$ cat config.mk
export PLATFORM = sky130hd
export DESIGN_NAME = bls_ctrl
export DESIGN_NICKNAME = d
export VERILOG_FILES = /design/src/rtl/bls_pkg.sv /design/src/rtl/bls_ctrl.sv
export SDC_FILE = /design/constraint.sdc
export NUM_CORES = 1
export LEC_CHECK = 0
export ABC_AREA = 1
export CAP_MARGIN = 15
export CORE_MARGIN = 4
export CORE_UTILIZATION = 45
export CTS_CLUSTER_SIZE = 16
export DETAILED_ROUTE_END_ITERATION = 12
export DONT_BUFFER_PORTS = 1
export HOLD_SLACK_MARGIN = 0.12
export PLACE_DENSITY = 0.64
export SLEW_MARGIN = 10
export SYNTH_ARGS = -nofsm -noshare
export SYNTH_HDL_FRONTEND = slang
export SYNTH_SLANG_ARGS = --single-unit
$ cat constraint.sdc
create_clock -name clock -period 14.3 [get_ports clock]
set_clock_uncertainty 0.1 [all_clocks]
set_input_delay 2.86 -clock clock [delete_from_list [all_inputs] [get_ports clock]]
set_output_delay 2.86 -clock clock [all_outputs]
set_load 0.01 [all_outputs]
$ cat src/rtl/bls_pkg.sv
`default_nettype none

package bls_pkg;

   localparam int unsigned WORD_W     = 32;
   localparam int unsigned POSITION_W = 9;
   localparam int unsigned COUNT_W    = 9;
   localparam int unsigned DEPTH_W    = 9;

   localparam int unsigned MAX_DEPTH_DEFAULT = 256;
   localparam logic [DEPTH_W-1:0] DEPTH_RESET = 9'd256;

   // returned for push, for any error and as the top of an empty stack
   localparam logic signed [WORD_W-1:0] WORD_NONE = -32'sd1;

   typedef enum logic [1:0] {
      FUNC_PUSH = 2'd0,
      FUNC_POP  = 2'd1,
      FUNC_PEEK = 2'd2,
      FUNC_NONE = 2'd3
   } func_type;

   typedef enum logic [1:0] {
      STATUS_OK           = 2'd0,
      STATUS_OVERFLOW     = 2'd1,
      STATUS_UNDERFLOW    = 2'd2,
      STATUS_BAD_POSITION = 2'd3
   } status_type;

   typedef struct packed {
      func_type                 func;
      logic signed [WORD_W-1:0] push_value;
      logic [POSITION_W-1:0]    position;
   } bls_req_type;

   typedef struct packed {
      logic signed [WORD_W-1:0] read_value;
      status_type               status;
      logic signed [WORD_W-1:0] top_value;
      logic                     is_empty;
      logic                     is_full;
      logic [COUNT_W-1:0]       entry_count;
   } bls_rsp_type;

   // item between accept and the output register; a word may still be due from memory
   typedef struct packed {
      logic signed [WORD_W-1:0] read_value;
      logic                     read_from_mem;
      status_type               status;
      logic signed [WORD_W-1:0] top_value;
      logic                     top_from_mem;
      logic                     is_empty;
      logic                     is_full;
      logic [COUNT_W-1:0]       entry_count;
   } bls_stage_type;

endpackage

`default_nettype wire

$ cat src/rtl/bls_ctrl.sv
`default_nettype none

module bls_ctrl #(
   parameter int unsigned MAX_DEPTH = bls_pkg::MAX_DEPTH_DEFAULT,
   parameter int unsigned ADDR_W    = $clog2(MAX_DEPTH)
) (
   input  wire logic                        clock,
   input  wire logic                        reset,
   input  wire logic [bls_pkg::DEPTH_W-1:0] depth_in_use,
   input  wire logic                        req_valid,
   input  wire bls_pkg::bls_req_type        req_data,
   output logic                             req_stall,
   input  wire logic                        out_ready,
   output logic                             out_load,
   output bls_pkg::bls_rsp_type             out_data,
   output logic                             mem_wr_en,
   output logic [ADDR_W-1:0]                mem_wr_addr,
   output logic [bls_pkg::WORD_W-1:0]       mem_wr_data,
   output logic                             mem_rd_en,
   output logic [ADDR_W-1:0]                mem_rd_addr,
   input  wire logic [bls_pkg::WORD_W-1:0]  mem_rd_data
);
   import bls_pkg::*;

   localparam int unsigned CNT_W = $clog2(MAX_DEPTH + 1);
   localparam int unsigned CMP_W = (CNT_W > POSITION_W) ? CNT_W : POSITION_W;

   logic [CNT_W-1:0]         count_ff, count_in;
   logic signed [WORD_W-1:0] top_ff, top_in;
   logic                     top_sel_ff, top_sel_in;
   logic                     stage_valid_ff, stage_valid_in;
   bls_stage_type            stage_ff, stage_in;

   logic                     accept;
   logic signed [WORD_W-1:0] top_now;
   logic [CMP_W-1:0]         count_ext, depth_ext, pos_ext, eff_depth, peek_diff;
   logic [CNT_W-1:0]         pop_diff;

   assign count_ext = CMP_W'(count_ff);
   assign depth_ext = CMP_W'(depth_in_use);
   assign pos_ext   = CMP_W'(req_data.position);
   assign peek_diff = count_ext - pos_ext;
   assign pop_diff  = count_ff - CNT_W'(2);

   always_comb begin
      if (depth_ext == '0) begin
         eff_depth = CMP_W'(1);
      end else if (depth_ext > CMP_W'(MAX_DEPTH)) begin
         eff_depth = CMP_W'(MAX_DEPTH);
      end else begin
         eff_depth = depth_ext;
      end
   end

   // after a pop that leaves entries, the new top comes from the registered memory read data in the next cycle
   assign top_now   = top_sel_ff ? signed'(mem_rd_data) : top_ff;
   assign req_stall = stage_valid_ff && !out_ready;
   assign accept    = req_valid && !req_stall;
   assign out_load  = stage_valid_ff && out_ready;

   always_comb begin
      count_in    = count_ff;
      top_in      = top_ff;
      top_sel_in  = top_sel_ff;
      mem_wr_en   = 1'b0;
      mem_wr_addr = count_ff[ADDR_W-1:0];
      mem_wr_data = req_data.push_value;
      mem_rd_en   = 1'b0;
      mem_rd_addr = pop_diff[ADDR_W-1:0];
      stage_in    = stage_ff;
      if (accept) begin
         top_in                 = top_now;
         top_sel_in             = 1'b0;
         stage_in.read_value    = WORD_NONE;
         stage_in.read_from_mem = 1'b0;
         stage_in.status        = STATUS_OK;
         case (req_data.func)
            FUNC_PUSH: begin
               if (count_ext >= eff_depth) begin
                  stage_in.status = STATUS_OVERFLOW;
               end else begin
                  mem_wr_en = 1'b1;
                  count_in  = CNT_W'(count_ff + 1'b1);
                  top_in    = req_data.push_value;
               end
            end
            FUNC_POP: begin
               if (count_ff == '0) begin
                  stage_in.status = STATUS_UNDERFLOW;
               end else begin
                  stage_in.read_value = top_now;
                  count_in            = CNT_W'(count_ff - 1'b1);
                  if (count_ff > CNT_W'(1)) begin
                     mem_rd_en  = 1'b1;
                     top_sel_in = 1'b1;
                  end
               end
            end
            FUNC_PEEK: begin
               if (pos_ext == '0 || pos_ext > count_ext) begin
                  stage_in.status = STATUS_BAD_POSITION;
               end else if (pos_ext == CMP_W'(1)) begin
                  stage_in.read_value = top_now;
               end else begin
                  mem_rd_en              = 1'b1;
                  mem_rd_addr            = peek_diff[ADDR_W-1:0];
                  stage_in.read_from_mem = 1'b1;
               end
            end
            default: begin
            end
         endcase
         stage_in.top_value    = (count_in == '0) ? WORD_NONE : top_in;
         stage_in.top_from_mem = top_sel_in;
         stage_in.is_empty     = (count_in == '0);
         stage_in.is_full      = (CMP_W'(count_in) >= eff_depth);
         stage_in.entry_count  = COUNT_W'(count_in);
      end
   end

   always_comb begin
      if (accept) begin
         stage_valid_in = 1'b1;
      end else if (out_ready) begin
         stage_valid_in = 1'b0;
      end else begin
         stage_valid_in = stage_valid_ff;
      end
   end

   always_ff @(posedge clock) begin
      if (reset) begin
         count_ff       <= '0;
         top_sel_ff     <= 1'b0;
         stage_valid_ff <= 1'b0;
      end else begin
         count_ff       <= count_in;
         top_sel_ff     <= top_sel_in;
         stage_valid_ff <= stage_valid_in;
      end
   end

   always_ff @(posedge clock) begin
      top_ff   <= top_in;
      stage_ff <= stage_in;
   end

   // merge the word read from memory into the item
   always_comb begin
      out_data.read_value  = stage_ff.read_from_mem ? signed'(mem_rd_data) : stage_ff.read_value;
      out_data.status      = stage_ff.status;
      out_data.top_value   = stage_ff.top_from_mem ? signed'(mem_rd_data) : stage_ff.top_value;
      out_data.is_empty    = stage_ff.is_empty;
      out_data.is_full     = stage_ff.is_full;
      out_data.entry_count = stage_ff.entry_count;
   end

`ifndef SYNTHESIS
   a_count_bound: assert property (@(posedge clock) disable iff (reset)
      count_ff <= CNT_W'(MAX_DEPTH))
      else $error("entry count beyond memory depth");

   a_stall_needs_item: assert property (@(posedge clock) disable iff (reset)
      req_stall |-> stage_valid_ff)
      else $error("request stalled with no item in flight");

   a_push_grows: assert property (@(posedge clock) disable iff (reset)
      (accept && req_data.func == FUNC_PUSH && count_ext < eff_depth)
      |=> count_ff == CNT_W'($past(count_ff) + 1'b1))
      else $error("push did not advance the count");

   a_pop_shrinks: assert property (@(posedge clock) disable iff (reset)
      (accept && req_data.func == FUNC_POP && count_ff != '0)
      |=> count_ff == CNT_W'($past(count_ff) - 1'b1))
      else $error("pop did not drop the count");

   a_mem_ports_apart: assert property (@(posedge clock) disable iff (reset)
      !(mem_wr_en && mem_rd_en))
      else $error("read and write issued for one item");
`endif

endmodule

`default_nettype wire
==> impl_metrics.toml, run 1 <==
[run_status]
status = "finished clean"

[routing]
drt-vias-per-instance = 5.35
first_iter_violations = 448
antenna_left = 0
dr.pass1.iters = 6
wire_per_inst_um = 17.7
route.detailed.drc = 0
routed_wirelength_um = 21600
dr_total_vias = 6556

[placed_design]
pre_cts_ws_ns = 5.73
place_area_um2 = 8190
gp_congestion = 0.890
io_buffers = 0
hpwl_um = 14900

[clock_tree]
cts_made_buffers = 17
postCtsSetupBuffers = 0
cts_resized = 0
cts_tree = "yes"
htree_levels = 4
clk_latency_ns = 0.41
cts-root-buf = "clkbuf_16"
cts.path.max_buffers = 2
cts_hold_buf = 0
clock_sinks = 122
cts.clk_slew.worst_paths_ns = 0.06

[synthesis]
synth_nets = 1189
synth_area_um2 = 8450
synth_edf_count = 111
ys_ff_latch = 122
netlist_top_cells_area = "edfxtp_1 (39%), inv_1 (7.2%), nand2_1 (6.9%)"
synth_cell_types = 43
yosysTopAreaCell = "edfxtp_1"
syn-mean-instance-area_um2 = 8.00
syn_inst = 1056
synth_flop_cell = "edfxtp_1"
synth_top_area_share_pct = 39.4
ys_seq_area_share_pct = 42.0
async_reset_ff_share_pct = 0
yosysWarnings = 0

[global_routing]
antenna_found_initial = 1
grt_usage_pct = 20.2
grt_pass1_vias = 6325
grt_first_pass_wirelength_um = 34100
grt_overflow_total = 0
grt_max_degree = 80

[worst_setup_path]
required_ns = 11.34
crit_path_end_kind = "primary output"
critical_path.slowest_cell = "nand3_4"
crit_family = "simple AND/OR/NAND/NOR gates"
critPathCapture = "mem_wr_en"
r2r_slack_ns = 10.13
critPathLaunch = "depth_in_use[4]"
crit_path_start_kind = "input port"
path_depth = 14
r2r_cells = 14
crit_chain = "nor4_1, nand2_1, nor3_1, nor2_1, inv_1, nand2_1, ha_1, nand2_1, inv_1, nand2_1, nand3_1, nor2_2, nand3_4, nor2_1"
r2r-start = "count_ext[0]"
cpMostUsedCell = "nand2_1"
path_buf_inv = 2
reg2reg_to = "stage_ff[43]"
worst-setup-path-type = "input port to primary output"
arrival_ns = 5.58
worstPathMaxFanout = 54
cp_slowest_stage_delay_ns = 0.50

[finish]
layout_commonest_cell = "inv_1"
n_antenna_cell = 0
drive_above_1_share_pct = 11.4
nets = 1117
syn_to_final_growth_pct = 4.37
final_cell_mix = "inv_1 (161), nand2_1 (155), nor2_1 (114)"
postLayoutCellArea_um2 = 8820

[timing]
period_minus_slack_ns = 8.54
clock.fmax_mhz = 117
maxSlewHeadroom_pct = 34.4
slew_viol_final = 0
finalSetupViolations = 0
tightest_slew_ns = 0.984
worst_slack_ns = 5.76
hold_viol = 0
setup_tns_ns = 0
rsz0062_at_grt = "false"
fin_crit_sh_pct = 59.7

[hold_path]
hold_class = "flip-flop to flip-flop"

[floorplan]
initial_core_util_pct = 46.4
io_pins = 217
core_um2 = 18200
die_h_um = 145
die_area_um2 = 21000
dieWidth_um = 145
fp-row-count = 49

[pwr]
ir_drop_v = 0.0000802
p_per_area_nw_per_um2 = 133
p_leak_nw = 3.88

[job]
drv_cap = 0
[tightest hold or removal path, cell delays in order (launching register included)]
cell and delay [ns]:
dfxtp_1 0.32, nand2_1 0.08, a21oi_1 0.06
[flip-flops by register name, indices dropped and copies added (netlist names)]
register / flops
top_sel_ff: 1
top_ff: 32
stage_ff: 66
out_data: 13
count_ext: 9
stage_valid_ff: 1
[report_power, final]
group	total, mW	internal (mW)	switching [mW]
sequential	0.462	0.441	0.0217
combinational	0.258	0.0792	0.179
clock	0.456	0.292	0.164
[worst min-delay path by stage]
stage / startpoint / to / cells after the start
after floorplan: stage_valid_ff / stage_valid_ff / 2
after global placement: stage_valid_ff / stage_valid_ff / 2
after CTS: stage_valid_ff / stage_valid_ff / 2
final: stage_valid_ff / stage_valid_ff / 2
after global routing: stage_valid_ff / stage_valid_ff / 2
after detailed placement: stage_valid_ff / stage_valid_ff / 2
[through the flow]
step / hold WS [ns] / power, mW / utilization, % / std cells
final: 0.397 / 1.18 / 48.4 / 1225
after global routing: 0.429 / 1.24 / 48.4 / 1225
after CTS: 0.397 / 1.19 / 48.4 / 1224
after detailed placement: 0.390 / 0.727 / 45.0 / 1193
after global placement: 0.371 / 0.723 / 45.0 / 1193
after floorplan: 0.355 / 0.686 / - / 1056
[cells in the mapped netlist, types with 4 or more instances]
library cell	instances
buf_6	5
o211ai_1	11
inv_2	5
buf_4	55
or2_2	9
a21oi_1	93
buf_2	5
edfxtp_1	111
nor2_2	8
nor2_1	117
dfxtp_1	11
nand4_1	13
nand3_2	4
ha_1	44
nand2_1	155
nand3_1	24
nand2_2	34
o21ai_0	110
xor2_1	13
clkbuf_1	31
inv_1	161
[logic make-up after synthesis]
logic type,share of synthesized area [%]
and+or+nand+nor,20.6
buffers and inverters,14.9
AOI/OAI and AO/OA,14.2
DFF,42.0
adders and majority gates,6.75
xor gates and xnor gates,1.55
[per-layer routing]
metal	vias up	global-route usage [%]	share of wire (%)
met2	241	34.3	49
met3	26	6.27	7.5
li1	3249	-	-
met1	3038	25.3	42
met4	2	5.13	1.2
met5	-	0	0.092
[area by class of cell]
| class | count | area, um^2 |
|---|---|---|
| Clock buffer | 17 | 425 |
| Timing Repair Buffer | 8 | 67.6 |
| Fill cell | 1784 | 9390 |
| Multi-Input combinational cell | 666 | 3660 |
| Inverter | 169 | 634 |
| Sequential cell | 122 | 3550 |
| Clock inverter | 14 | 194 |
| Tap cell | 229 | 287 |
Power figures use the tool's default switching activity.
==> run 2: changes to the inputs <==
Clock period 14.3 ns to 8.2 ns, I/O delays scaled along.
==> run 2 against run 1 <==
  * Register-to-register slack lost 6.1 ns
  * First-iteration DRC count decreased by 9.2%
  * Global-route usage down 0.064 points
  * Critical path depth stayed put
  * Sequential power rose by 74%
  * Cell count up 0.16%
  * Power up 66%
  * Largest power group unchanged
==> impl_metrics.toml, run 2 (same netlist as run 1, synthesis figures left out) <==
[finish]
top_register = "stage_ff"
syn_to_final_growth_pct = 3.60
final_core_util_pct = 48.1
largest_register_ffs = 66
nets = 1117
final_cell_mix = "inv_1 (161), nand2_1 (155), nor2_1 (114)"
drive_above_1_share_pct = 11.4
postLayoutCellArea_um2 = 8760
layout_commonest_cell = "inv_1"

[routing]
route.detailed.drc = 0
wire_per_inst_um = 17.3
first_iter_violations = 407
dr_total_vias = 6452
drt-vias-per-instance = 5.26
dr.pass1.iters = 5
antenna_left = 0
routed_wirelength_um = 21300

[worst_setup_path]
r2r_slack_ns = 4.05
r2r_cells = 14
r2r-start = "count_ext[0]"
reg2reg_to = "stage_ff[13]"
crit_path_end_kind = "primary output"
worstPathMaxFanout = 54
worst-setup-path-type = "input port to primary output"
arrival_ns = 4.34
required_ns = 6.46
crit_path_start_kind = "input port"

[timing]
hold_viol = 0
slew_viol_final = 0
maxSlewHeadroom_pct = 36.8
worst_slack_ns = 2.12
fin_crit_sh_pct = 74.1
tightest_slew_ns = 0.948
setup_tns_ns = 0
clock.fmax_mhz = 165
finalSetupViolations = 0
period_minus_slack_ns = 6.08
rsz0062_at_grt = "false"
timing.hold.ws_ns = 0.396

[placed_design]
gp_congestion = 0.882
hpwl_um = 14700
place_area_um2 = 8200
pre_cts_ws_ns = 2.07
io_buffers = 0

[clock_tree]
clock_sinks = 122
cts-root-buf = "clkbuf_16"
cts_made_buffers = 17
cts_resized = 0
clk_latency_ns = 0.41
postCtsSetupBuffers = 0
htree_levels = 4
cts_hold_buf = 0
cts_tree = "yes"
cts.clk_slew.worst_paths_ns = 0.06
cts.path.max_buffers = 2

[floorplan]
initial_core_util_pct = 46.4
io_pins = 217
core_um2 = 18200
dieWidth_um = 145
fp-row-count = 49
die_area_um2 = 21000
die_h_um = 145

[global_routing]
grt_pass1_vias = 6368
grt_usage_pct = 20.2
grt_first_pass_wirelength_um = 33900
grt_max_degree = 75
grt_overflow_total = 0
antenna_found_initial = 1

[pwr]
p_switching_uw = 631
internal_power_mw = 1.32
sw_frac_of_total_pct = 32.3
pwr-share-clk_pct = 35.8
p_per_area_nw_per_um2 = 223
combPwrFrac_pct = 22.9
seqPwrFrac_pct = 41.3
ir_drop_v = 0.000142
p_leak_nw = 3.84

[hold_path]
hold_class = "flip-flop to flip-flop"
hold_path_depth = 2
min_from = "stage_valid_ff"
min_to = "stage_valid_ff"

[job]
drv_cap = 0

[run_status]
status = "finished clean"
[run 2: changes by cell type in the layout (fill, tap and decap cells not counted)]
cell | previous run | this run
diode_2 | 0 | 1
inv_6 | 3 | 2
clkinv_1 | 4 | 5
clkinv_2 | 2 | 3
clkinvlp_4 | 1 | 4
bufinv_16 | 4 | 1
[run 2: power by group through the flow]
stage / sequential (mW) / clock [mW] / combinational (mW)
floorplan: 0.800 / 0 / 0.396
global placement: 0.817 / 0 / 0.440
detailed placement: 0.818 / 0 / 0.448
CTS: 0.806 / 0.715 / 0.451
global route: 0.811 / 0.745 / 0.512
finish: 0.805 / 0.700 / 0.447
[run 2: routing by layer]
metal | GRT usage [%] | wire length (um) | vias to the layer above
met2 | 34.7 | 10500 | 231
li1 | - | - | 3257
met5 | 0 | 15 | -
met1 | 24.6 | 8900 | 2935
met4 | 5.70 | 313 | 2
met3 | 6.11 | 1600 | 27
[run 2: worst max path at each step]
| stage | startpoint | end | slack (ns) | depth (start not counted) |
|---|---|---|---|---|
| finish | depth_in_use[4] | mem_wr_en | 2.12 | 14 |
| global route | depth_in_use[4] | mem_wr_en | 1.69 | 14 |
| CTS | depth_in_use[4] | mem_wr_en | 2.07 | 14 |
| detailed placement | depth_in_use[4] | mem_wr_en | 2.07 | 14 |
| global placement | depth_in_use[4] | mem_wr_en | 2.13 | 14 |
| floorplan | out_ready | count_ext[4] | 2.30 | 7 |
[run 2: layout make-up]
cell class / count / area (um^2)
fillers: 1809 / 9450
multi-input cells: 666 / 3660
flip-flops and latches: 122 / 3550
repair buffers: 8 / 67.6
clock buffers: 17 / 425
diodes: 1 / 2.50
clock inverters: 15 / 126
inverters: 169 / 634
well taps: 229 / 287
[run 2: worst max-delay path: stages]
cell and delay [ns]:
nor4_1 0.26, nand2_1 0.07, nor3_1 0.20, nor2_1 0.08
inv_1 0.16, nand2_1 0.11, ha_1 0.29, nand2_1 0.10
inv_1 0.07, nand2_1 0.06, nand3_1 0.07, nor2_2 0.27
nand3_4 0.52, nor2_1 0.42
[run 2: metrics by stage]
stage | power, mW | instances
2_1_floorplan | 1.20 | 1056
3_3_place_gp | 1.26 | 1193
3_5_place_dp | 1.27 | 1194
4_1_cts | 1.97 | 1226
5_1_grt | 2.07 | 1226
6_report | 1.95 | 1227
==> run 3: changes to the inputs <==
Clock period 8.2 ns to 5.7 ns, I/O delays scaled along.
==> run 3 against run 2 <==
  * Worst hold slack got worse by 0.0051 ns
  * Flip-flop and latch count unchanged
  * Sequential power increased by 43%
  * Setup slack got worse by 0.92 ns
  * Cell count increased by 0.57%
  * Non-clock buffer count increased by 6
  * Clock-buffer cell count increased by 3
  * First-iteration DRC count decreased by 18%
  * Critical path depth decreased by 3
  * Power increased by 45%
  * Die area unchanged
  * Critical path type is now flip-flop to primary output
  * Largest power group unchanged
  * Highest routed layer unchanged
==> impl_metrics.toml, run 3 (same netlist as run 1, synthesis figures left out) <==
[routing]
dr.pass1.iters = 5
route.detailed.drc = 0
routed_wirelength_um = 21700
first_iter_violations = 334
wire_per_inst_um = 17.6
drt-vias-per-instance = 5.33
antenna_left = 0
dr_total_vias = 6577

[worst_setup_path]
critPathLaunch = "count_ext[5]"
arrival_ns = 3.26
critical_path.slowest_cell = "dfxtp_1"
critPathCapture = "mem_rd_addr[0]"
cp_slowest_stage_delay_ns = 0.77
r2r-start = "count_ext[0]"
crit_chain = "inv_1, ha_1, a21oi_1, o21a_1, nand3_1, a21boi_0, nand2_1, nor2_1, buf_4, inv_1, o21ai_0"
reg2reg_to = "out_data[9]"
required_ns = 4.46
worstPathMaxFanout = 13
crit_path_start_kind = "flip-flop"
crit_path_end_kind = "primary output"
r2r_cells = 19
r2r_slack_ns = 2.20
cpMostUsedCell = "inv_1"
worst-setup-path-type = "flip-flop to primary output"

[timing]
slew_viol_final = 0
fin_crit_sh_pct = 78.9
hold_viol = 0
worst_slack_ns = 1.20
clock.fmax_mhz = 222
finalSetupViolations = 0
rsz0062_at_grt = "false"
maxSlewHeadroom_pct = 32.0
period_minus_slack_ns = 4.50
timing.hold.ws_ns = 0.390
setup_tns_ns = 0
tightest_slew_ns = 1.02

[pwr]
p_switching_uw = 890
p_per_area_nw_per_um2 = 322
seqPwrFrac_pct = 40.7
p_leak_nw = 3.87
internal_power_mw = 1.95
pwr-share-clk_pct = 36.3
ir_drop_v = 0.000208
combPwrFrac_pct = 23.0
finalPower_mw = 2.84
sw_frac_of_total_pct = 31.4

[finish]
final_cell_mix = "inv_1 (161), nand2_1 (155), nor2_1 (114)"
layout_commonest_cell = "inv_1"
syn_to_final_growth_pct = 4.19
top_register = "stage_ff"
nets = 1123
instances_no_fill = 1234
largest_register_ffs = 66
drive_above_1_share_pct = 11.7

[clock_tree]
cts-root-buf = "clkbuf_16"
postCtsSetupBuffers = 0
cts_resized = 0
cts.path.max_buffers = 2
htree_levels = 4
cts.clk_slew.worst_paths_ns = 0.06
cts_hold_buf = 0
cts_tree = "yes"
clock_sinks = 122
clk_latency_ns = 0.40
cts_made_buffers = 17

[floorplan]
initial_core_util_pct = 46.4
die_h_um = 145
fp-row-count = 49
dieWidth_um = 145
core_um2 = 18200
die_area_um2 = 21000
io_pins = 217

[global_routing]
grt_max_degree = 72
grt_usage_pct = 20.2
grt_pass1_vias = 6206
grt_overflow_total = 0
grt_first_pass_wirelength_um = 34000
antenna_found_initial = 1

[job]
drv_cap = 0

[run_status]
status = "finished clean"

[placed_design]
gp_congestion = 0.908
pre_cts_ws_ns = 1.01
placedCellCount = 1200
io_buffers = 0
hpwl_um = 15100

[hold_path]
hold_class = "flip-flop to flip-flop"
run 3: through the flow:
stage / area, um^2 / util [%]
detailed placement: 8240 / 45.2
global route: 8800 / 48.3
global placement: 8240 / 45.2
CTS: 8800 / 48.3
finish: 8810 / 48.4
floorplan: 8450 / -
run 3: worst min-delay path by stage:
stage,startpoint,end,cells after the start
finish,stage_valid_ff,stage_valid_ff,2
global route,stage_valid_ff,stage_valid_ff,2
CTS,stage_valid_ff,stage_valid_ff,2
detailed placement,stage_valid_ff,stage_valid_ff,2
global placement,stage_valid_ff,stage_valid_ff,2
floorplan,stage_valid_ff,stage_valid_ff,2
run 3: area by class of cell:
cell class	count	area, um^2
fill	1781	9400
multi-input combinational	666	3660
sequential	122	3550
inverter	169	634
clock buffer	20	437
tap	229	287
clock inverter	12	125
timing repair buffer	14	105
antenna	2	5.00
run 3: worst max-delay path, delay by kind of cell, from the launching register on:
| kind | cells | cell delay, ns |
|---|---|---|
| DFF | 1 | 0.77 |
| and+or+nand+nor | 3 | 0.35 |
| adders and majority gates | 1 | 0.25 |
| AOI/OAI and AO/OA | 4 | 0.92 |
| buffers and inverters | 3 | 0.55 |
run 3: layer usage:
metal  track usage [%]  wire (um)  vias to the layer above
li1                  -          -                     3262
met1              24.5       8820                     3032
met2              34.8      10700                      259
met3              6.64       1910                       22
met4              4.99        233                        2
met5                 0         13                        -
run 3: power groups by stage:
stage | Sequential, mW | Clock [mW] | Combinational [mW]
after floorplan | 1.15 | 0 | 0.569
after global placement | 1.17 | 0 | 0.646
after detailed placement | 1.17 | 0 | 0.656
after CTS | 1.16 | 1.06 | 0.659
after global routing | 1.16 | 1.10 | 0.741
final | 1.15 | 1.03 | 0.653
